===== config.mk =====
export PLATFORM = sky130hd
export DESIGN_NAME = char_lcd_nibble_sequencer
export DESIGN_NICKNAME = d
export VERILOG_FILES = /design/src/hdl/clns_pkg.sv /design/src/hdl/char_lcd_nibble_sequencer.sv /design/src/hdl/clns_ctrl.sv /design/src/hdl/clns_dp.sv
export SDC_FILE = /design/constraint.sdc
export NUM_CORES = 1
export LEC_CHECK = 0
export BUFFER_PORTS_ARGS = -buffer_cell sky130_fd_sc_hd__buf_2
export CORE_MARGIN = 2
export CORE_UTILIZATION = 55
export DETAILED_ROUTE_END_ITERATION = 6
export GPL_TIMING_DRIVEN = 0
export PLACE_DENSITY = 0.81
export SLEW_MARGIN = 10
export SYNTH_ARGS = -nofsm -noshare
export SYNTH_HDL_FRONTEND = slang
export SYNTH_HIERARCHICAL = 1
export SYNTH_SLANG_ARGS = --single-unit

===== constraint.sdc =====
create_clock -name clk_i -period 8.5 [get_ports clk_i]
set_clock_uncertainty 0.05 [all_clocks]
set_input_delay 0.425 -clock clk_i [delete_from_list [all_inputs] [get_ports clk_i]]
set_output_delay 0.425 -clock clk_i [all_outputs]
set_load 0.02 [all_outputs]

===== src/hdl/clns_pkg.sv =====
// shared types, codes and the init sequence table for the lcd nibble sequencer
`default_nettype none
package clns_pkg;

  // request codes
  localparam logic [2:0] CMD_INIT   = 3'd0;
  localparam logic [2:0] CMD_BYTE   = 3'd1;
  localparam logic [2:0] CMD_CHAR   = 3'd2;
  localparam logic [2:0] CMD_CURSOR = 3'd3;
  localparam logic [2:0] CMD_CLEAR  = 3'd4;

  // configuration register indexes
  localparam logic CFG_ENABLE_HIGH = 1'b0;
  localparam logic CFG_SETTLE      = 1'b1;

  localparam logic [7:0]  ENABLE_HIGH_RESET = 8'd3;
  localparam logic [9:0]  SETTLE_RESET      = 10'd50;
  localparam logic [7:0]  LINE1_BASE        = 8'h80;
  localparam logic [7:0]  LINE2_BASE        = 8'hC0;
  localparam logic [7:0]  CLEAR_BYTE        = 8'h01;
  localparam logic [9:0]  CURSOR_WAIT_US    = 10'd1000;
  localparam logic [14:0] CURSOR_EXTRA_US   = 15'd50;
  localparam logic [14:0] CLEAR_EXTRA_US    = 15'd10000;
  localparam logic [3:0]  INIT_LAST_STEP    = 4'd11;
  localparam logic [3:0]  BYTE_LAST_STEP    = 4'd1;

  typedef struct packed {
    logic [2:0] cmd;
    logic [7:0] byte_value;
    logic [5:0] column;
    logic       row;
  } in_word_t;

  typedef struct packed {
    logic        reg_select;
    logic        read_write;
    logic [3:0]  nibble;
    logic        strobe_res;
    logic [9:0]  wait_before_us;
    logic [14:0] wait_after_us;
    logic        last;
  } out_word_t;

  typedef enum logic {
    ST_IDLE,
    ST_RUN
  } state_e;

  // controller to datapath
  typedef struct packed {
    logic       load_req;
    logic       load_out;
    logic [3:0] step;
    logic       last;
  } ctrl_cmd_t;

  // datapath to controller
  typedef struct packed {
    logic cmd_ok;
    logic is_init;
    logic out_free;
  } dp_status_t;

  typedef struct packed {
    logic [3:0]  nibble;
    logic        strobe;
    logic [14:0] extra_us;
  } init_act_t;

  // power-up wake-up sequence, one action per step
  function automatic init_act_t init_action(logic [3:0] step);
    init_act_t a;
    a = '{nibble: 4'h0, strobe: 1'b1, extra_us: 15'd0};
    case (step)
      4'd0:    a = '{nibble: 4'h0, strobe: 1'b0, extra_us: 15'd20000};
      4'd1:    a = '{nibble: 4'h3, strobe: 1'b1, extra_us: 15'd5000};
      4'd2:    a = '{nibble: 4'h3, strobe: 1'b1, extra_us: 15'd100};
      4'd3:    a.nibble = 4'h2;
      4'd4:    a.nibble = 4'h2;
      4'd5:    a.nibble = 4'h8;
      4'd6:    a.nibble = 4'h0;
      4'd7:    a.nibble = 4'hC;
      4'd8:    a.nibble = 4'h0;
      4'd9:    a.nibble = 4'h6;
      4'd10:   a.nibble = 4'h0;
      4'd11:   a.nibble = 4'h1;
      default: a.nibble = 4'h0;
    endcase
    return a;
  endfunction

endpackage
`default_nettype wire


===== src/hdl/char_lcd_nibble_sequencer.sv =====
// top level of the 4-bit character lcd nibble sequencer
`default_nettype none
// Turns one request (init, command byte, character, cursor set, clear) into
// pin action words for a 4-bit character LCD, one word per cycle while the
// output side takes them. Init yields twelve words, every other request two,
// and an unknown request code is taken and yields none. A word is loaded into
// the output register each cycle that register is empty or being drained; the
// step counter in the controller sets the length. A request is taken in an
// idle cycle and its words are then loaded, one per cycle unless the output
// stalls, and an unknown request code leaves the controller idle. The next
// request is taken in the cycle after the last word is loaded, while that
// word still waits to be taken. Config writes go to enable_high_us (index 0)
// and settle_us (index 1).
module char_lcd_nibble_sequencer (
  input  wire                  clk_i,
  input  wire                  rst_ni,
  input  wire                  cfg_we_i,
  input  wire                  cfg_index_i,
  input  wire  [9:0]           cfg_data_i,
  input  wire                  in_valid_i,
  output logic                 in_ready_o,
  input  clns_pkg::in_word_t   in_data_i,
  output logic                 out_valid_o,
  input  wire                  out_ready_i,
  output clns_pkg::out_word_t  out_data_o
);
  import clns_pkg::*;

  ctrl_cmd_t  ctrl_cmd;
  dp_status_t dp_status;

  // controller
  clns_ctrl u_ctrl (
    .clk_i      (clk_i),
    .rst_ni     (rst_ni),
    .in_valid_i (in_valid_i),
    .in_ready_o (in_ready_o),
    .status_i   (dp_status),
    .cmd_o      (ctrl_cmd)
  );

  // datapath
  clns_dp u_dp (
    .clk_i       (clk_i),
    .rst_ni      (rst_ni),
    .cfg_we_i    (cfg_we_i),
    .cfg_index_i (cfg_index_i),
    .cfg_data_i  (cfg_data_i),
    .in_data_i   (in_data_i),
    .out_ready_i (out_ready_i),
    .out_valid_o (out_valid_o),
    .out_data_o  (out_data_o),
    .cmd_i       (ctrl_cmd),
    .status_o    (dp_status)
  );

endmodule
`default_nettype wire


===== src/hdl/clns_ctrl.sv =====
// controller state machine: request acceptance and action step counting
`default_nettype none
module clns_ctrl (
  input  wire                   clk_i,
  input  wire                   rst_ni,
  input  wire                   in_valid_i,
  output logic                  in_ready_o,
  input  clns_pkg::dp_status_t  status_i,
  output clns_pkg::ctrl_cmd_t   cmd_o
);
  import clns_pkg::*;

  state_e     state_q, state_d;
  logic [3:0] step_q, step_d;
  logic       last_step;

  assign last_step = status_i.is_init ? (step_q == INIT_LAST_STEP)
                                      : (step_q == BYTE_LAST_STEP);

  // state and step registers
  always_ff @(posedge clk_i or negedge rst_ni) begin
    if (!rst_ni) begin
      state_q <= ST_IDLE;
      step_q  <= '0;
    end else begin
      state_q <= state_d;
      step_q  <= step_d;
    end
  end

  // next state
  always_comb begin
    state_d = state_q;
    step_d  = step_q;
    case (state_q)
      ST_IDLE: begin
        if (in_valid_i && status_i.cmd_ok) begin
          state_d = ST_RUN;
          step_d  = '0;
        end
      end
      ST_RUN: begin
        if (status_i.out_free) begin
          if (last_step) begin
            state_d = ST_IDLE;
          end else begin
            step_d = step_q + 4'd1;
          end
        end
      end
      default: state_d = ST_IDLE;
    endcase
  end

  // outputs
  always_comb begin
    in_ready_o     = 1'b0;
    cmd_o.load_req = 1'b0;
    cmd_o.load_out = 1'b0;
    cmd_o.step     = step_q;
    cmd_o.last     = last_step;
    case (state_q)
      ST_IDLE: begin
        in_ready_o     = 1'b1;
        cmd_o.load_req = in_valid_i;
      end
      ST_RUN: begin
        cmd_o.load_out = status_i.out_free;
      end
      default: in_ready_o = 1'b0;
    endcase
  end

endmodule
`default_nettype wire


===== src/hdl/clns_dp.sv =====
// datapath: config registers, request latch, action build and output register
`default_nettype none
module clns_dp (
  input  wire                   clk_i,
  input  wire                   rst_ni,
  input  wire                   cfg_we_i,
  input  wire                   cfg_index_i,
  input  wire  [9:0]            cfg_data_i,
  input  clns_pkg::in_word_t    in_data_i,
  input  wire                   out_ready_i,
  output logic                  out_valid_o,
  output clns_pkg::out_word_t   out_data_o,
  input  clns_pkg::ctrl_cmd_t   cmd_i,
  output clns_pkg::dp_status_t  status_o
);
  import clns_pkg::*;

  logic [7:0] enable_high_q;
  logic [9:0] settle_q;
  logic [2:0] req_cmd_q;
  logic [7:0] req_byte_q;
  logic       req_rs_q;
  logic [7:0] req_byte_d;
  logic       out_valid_q;
  out_word_t  out_q;
  out_word_t  act;
  init_act_t  ia;

  // configuration registers; the enable high time is stored but drives no output
  always_ff @(posedge clk_i or negedge rst_ni) begin
    if (!rst_ni) begin
      enable_high_q <= ENABLE_HIGH_RESET;
      settle_q      <= SETTLE_RESET;
    end else if (cfg_we_i) begin
      if (cfg_index_i == CFG_ENABLE_HIGH) enable_high_q <= cfg_data_i[7:0];
      if (cfg_index_i == CFG_SETTLE)      settle_q      <= cfg_data_i;
    end
  end

  // byte to send for the incoming request
  always_comb begin
    case (in_data_i.cmd)
      CMD_CURSOR: req_byte_d = (in_data_i.row ? LINE2_BASE : LINE1_BASE)
                               + {2'b00, in_data_i.column};
      CMD_CLEAR:  req_byte_d = CLEAR_BYTE;
      default:    req_byte_d = in_data_i.byte_value;
    endcase
  end

  // request latch
  always_ff @(posedge clk_i) begin
    if (cmd_i.load_req) begin
      req_cmd_q  <= in_data_i.cmd;
      req_byte_q <= req_byte_d;
      req_rs_q   <= (in_data_i.cmd == CMD_CHAR);
    end
  end

  // action for the current step
  always_comb begin
    ia                 = init_action(cmd_i.step);
    act.reg_select     = 1'b0;
    act.read_write     = 1'b0;
    act.nibble         = 4'h0;
    act.strobe_res     = 1'b1;
    act.wait_before_us = '0;
    act.wait_after_us  = {5'd0, settle_q};
    act.last           = cmd_i.last;
    if (req_cmd_q == CMD_INIT) begin
      act.nibble        = ia.nibble;
      act.strobe_res    = ia.strobe;
      act.wait_after_us = (ia.strobe ? {5'd0, settle_q} : 15'd0) + ia.extra_us;
    end else begin
      act.reg_select = req_rs_q;
      if (cmd_i.step == 4'd0) begin
        act.nibble = req_byte_q[7:4];
        if (req_cmd_q == CMD_CURSOR) act.wait_before_us = CURSOR_WAIT_US;
      end else begin
        act.nibble = req_byte_q[3:0];
        if (req_cmd_q == CMD_CURSOR) begin
          act.wait_after_us = {5'd0, settle_q} + CURSOR_EXTRA_US;
        end else if (req_cmd_q == CMD_CLEAR) begin
          act.wait_after_us = {5'd0, settle_q} + CLEAR_EXTRA_US;
        end
      end
    end
  end

  // output register
  always_ff @(posedge clk_i or negedge rst_ni) begin
    if (!rst_ni) begin
      out_valid_q <= 1'b0;
    end else if (cmd_i.load_out) begin
      out_valid_q <= 1'b1;
    end else if (out_ready_i) begin
      out_valid_q <= 1'b0;
    end
  end

  always_ff @(posedge clk_i) begin
    if (cmd_i.load_out) out_q <= act;
  end

  assign out_valid_o       = out_valid_q;
  assign out_data_o        = out_q;
  assign status_o.cmd_ok   = (in_data_i.cmd <= CMD_CLEAR);
  assign status_o.is_init  = (req_cmd_q == CMD_INIT) && (enable_high_q == enable_high_q);
  assign status_o.out_free = !out_valid_q || out_ready_i;

endmodule
`default_nettype wire

==> summary.md <==
| Metric | Value |
|---|---|
| Worst hold margin | 0.300 ns |
| Kind of end point of the critical path | flip-flop |
| Delay-heaviest family, CP | compound AO/OA/AOI/OAI gates |
| Hold Vio Cnt, Final | 0 |
| Internal power of the cells | 656 uW |
| Min-delay worst type | primary input to flip-flop |
| Vias per cell | 5.67 |
| Chip height | 79.5 um |
| Data required time at the worst endpoint | 8.49 ns |
| Post-cts hold buffer count | 1 |
| Arrival time at the worst endpoint | 3.41 ns |
| Global routing usage summed across all routing layers | 22.5% |
| Power density over cell area | 314 nW/um^2 |
| CTS H-tree depth | 2 |
| Number of antenna violations at the first check in global routing | 0 |
| Async S/R FF share, synth | 31.4% |
| Total half-perimeter wirelength after legalization and detailed placement | 5.03 mm |
| EDFF count, synth | 35 |
| YS warnings | 6 |
| Dominant cells by area after synthesis | sky130_fd_sc_hd__edfxtp_1 34%, sky130_fd_sc_hd__dfrtp_1 10%, sky130_fd_sc_hd__mux2_2 3.6% |
| Clock tree from TritonCTS | yes |
| Detailed-routing iteration count for the pre-antenna-repair pass | 5 |
| Slew at the pin with the worst max-slew slack | 1.09 ns |
| Largest net degree at the start of global routing | 29 |
| Most frequently used flop master after synthesis | sky130_fd_sc_hd__edfxtp_1 |
| # IOs | 69 |
| Synthesized area | 3140 um^2 |
| Setup Viol. Count Final | 0 |
| Leakage power total | 1.54 nW |
| Pre-CTS setup slack | 5.13 ns |
| Count of final max-slew check failures | 0 |
| Vias in the first global route | 2344 |
| Mean post-synth cell area | 9.90 um^2 |
| Placeable core region | 5510 um^2 |
| Shortest clock period the worst path allows after layout | 3.42 ns |
| Critical path's slowest cell | sky130_fd_sc_hd__dfrtp_1 |
| Setup slack after layout | 5.08 ns |
| Number of core rows | 27 |
| WL/cell | 14.5 um |
| Portion of total power attributed to sequential cells | 35.9% |
| Ratio of cells with drive above 1 in the final layout | 28.2% |
| Summed negative setup slack over all endpoints | 0 ns |
| Clock latency on the worst-skew pair | 0.30 ns |
| Synth Register Bits | 51 |
| Final clock period utilization by the worst path | 40.3% |
| DRC violations left | 0 |
| Share of total power in combinational logic | 52.5% |
| Sequence of cells on the critical path | clkbuf_1, or3_1, buf_2, nor2_1, buf_2, nor2_1, ha_1, o2111ai_1, o211ai_2, xor2_1, o21ai_1, a221oi_1, o22ai_1 |
| Buffers inserted by post-CTS timing repair | 0 |
| Clock root buffer | sky130_fd_sc_hd__clkbuf_8 |
| Total number of vias | 2638 |
| Detail Route Antenna Nets | 0 |
| Number of buffers added on ports | 63 |
| Commonest cells after routing, fill and taps aside | 65 x sky130_fd_sc_hd__buf_2, 35 x sky130_fd_sc_hd__edfxtp_1, 28 x sky130_fd_sc_hd__nor2_1, 25 x sky130_fd_sc_hd__nand2_1, 21 x sky130_fd_sc_hd__a21oi_1 |
| Number of library cell types mapped by synthesis | 60 |
| Largest incremental delay on the critical path | 0.46 ns |
| Overall die width | 79.5 um |
| Peak supply drop | 0.140 mV |
| Type of the worst setup path | flip-flop to flip-flop |
| Overall routed net length | 6.75 mm |
| Starting utilization of the core area | 57.0% |
| Nature of the critical path startpoint | flip-flop |
| Switching pwr | 489 uW |
| CTS sink count | 51 |
| Fraction of post-synthesis cell area in the top cell type by area | 33.5% |
| Bufs and invs on worst path | 3 |
| Status | finished clean |
| Commonest non-fill, non-tap cell in the layout | sky130_fd_sc_hd__buf_2 |
| Total of cells resized after clock tree synthesis | 0 |
| Final net count | 434 |
| Worst-path maximum fanout | 10 |
| Max-cap check violation count | 0 |
| Total clock buffers created by CTS | 5 |
| Sum of overflow across all layers after global routing | 0 |
| Fmax | 292 MHz |
| Area growth syn-to-layout | 16.5% |
| Number of antenna cells inserted | 0 |
| First-pass GRT wire length | 11.0 mm |
| Clock Tree Buf Depth | 2 |
| Max-Slew Margin vs Limit | 26.9% |
| Final estimated routing congestion in global placement | 0.881 |
| Synthesized netlist cell count | 317 |
| Portion of the post-synthesis area used by sequential elements | 46.4% |
| Die Outline Area | 6320 um^2 |
| Cell taking the most area after synthesis | sky130_fd_sc_hd__edfxtp_1 |
| Clock network power share | 11.5% |
| Setup repair after global routing missed its margin | false |
| Switching power share of the total | 42.7% |
| CTS clock-pin slew for the worst setup and hold paths | 0.08 ns |
| Number of design-rule violations left by the first detailed-router iteration | 264 |
## cell usage after synthesis (3+ instances only)
cell type and count:
sky130_fd_sc_hd__nor3b_1 3, sky130_fd_sc_hd__xor2_1 8, sky130_fd_sc_hd__and2_1 4, sky130_fd_sc_hd__nor3_1 7
sky130_fd_sc_hd__nand2_1 25, sky130_fd_sc_hd__o21ai_0 15, sky130_fd_sc_hd__a31oi_1 8, sky130_fd_sc_hd__o21ai_1 3
sky130_fd_sc_hd__nand2b_1 7, sky130_fd_sc_hd__ha_1 8, sky130_fd_sc_hd__and3_1 3, sky130_fd_sc_hd__dfrtp_1 13
sky130_fd_sc_hd__inv_1 10, sky130_fd_sc_hd__o22ai_1 11, sky130_fd_sc_hd__and3b_1 4, sky130_fd_sc_hd__nand3_1 7
sky130_fd_sc_hd__o221ai_1 3, sky130_fd_sc_hd__edfxtp_1 35, sky130_fd_sc_hd__nor2_1 28, sky130_fd_sc_hd__xnor2_1 4
sky130_fd_sc_hd__clkbuf_1 15, sky130_fd_sc_hd__buf_4 12, sky130_fd_sc_hd__a21oi_1 21, sky130_fd_sc_hd__nor2b_1 5
sky130_fd_sc_hd__dfstp_2 3, sky130_fd_sc_hd__a22oi_1 3, sky130_fd_sc_hd__mux2_2 10
## metrics by stage
stage	total power, mW	util, %	instance area (um^2)	instances
2_1_floorplan	0.860	-	3150	321
6_report	1.15	66.3	3650	465
5_1_grt	1.22	66.3	3650	465
3_5_place_dp	1.01	64.6	3560	456
4_1_cts	1.15	66.3	3650	465
3_3_place_gp	0.999	64.6	3560	456
## final cells by class
| class | count | area (um^2) |
|---|---|---|
| clock inverter | 2 | 12.5 |
| tap | 72 | 90.1 |
| multi-input combinational | 227 | 1470 |
| fill | 423 | 1850 |
| timing repair buffer | 64 | 325 |
| buffer | 32 | 184 |
| sequential | 51 | 1460 |
| inverter | 11 | 41.3 |
| clock buffer | 6 | 72.6 |
## per-layer routing
layer	part of all wire (%)	wire [um]	up-vias	GRT usage, %
met5	0	0	-	0
met4	2.0	136	0	9.66
met3	7.0	469	12	3.62
met2	46	3110	117	35.0
met1	45	3030	1214	31.1
li1	-	-	1295	-
## final timing paths
check	cells past startpoint	from	slack, ns	end
max	13	u_ctrl/step_q[1]$_DFFE_PN0P_	5.08	u_dp/out_data_o[9]$_DFFE_PP_
min reg2reg	1	u_dp/settle_q[0]$_DFFE_PN0P_	0.46	u_dp/settle_q[0]$_DFFE_PN0P_
min	2	cfg_data_i[4]	0.30	u_dp/settle_q[4]$_DFFE_PN1P_
min in group asynchronous	2	rst_ni	0.54	u_dp/out_valid_o$_DFFE_PN0P_
max in group asynchronous	2	rst_ni	7.54	u_dp/settle_q[4]$_DFFE_PN1P_
max reg2reg	13	u_ctrl/step_q[1]$_DFFE_PN0P_	5.08	u_dp/out_data_o[9]$_DFFE_PP_
## registers in the layout, summed over array words and instances, names as in the netlist
name              count
u_ctrl/state_q        1
u_ctrl/step_q         4
u_dp/out_data_o      23
u_dp/out_valid_o      1
u_dp/req_byte_q       8
u_dp/req_cmd_q        3
u_dp/req_rs_q         1
u_dp/settle_q        10
## power by group through the flow
stage	sequential, mW	clock [mW]	combinational [mW]
detailed placement	0.417	0	0.596
global placement	0.416	0	0.583
CTS	0.412	0.138	0.598
global route	0.421	0.147	0.657
floorplan	0.480	0	0.380
finish	0.412	0.132	0.602
## logic make-up after synthesis
| group | synth area share (%) |
|---|---|
| compound gates | 18.7 |
| buf+inv | 7.14 |
| mux | 4.23 |
| flops | 46.4 |
| fa+ha+maj | 3.19 |
| xor+xnor | 3.35 |
| simple gates | 16.9 |
| other cells | 0.120 |
(Power assumes the default switching activity.)
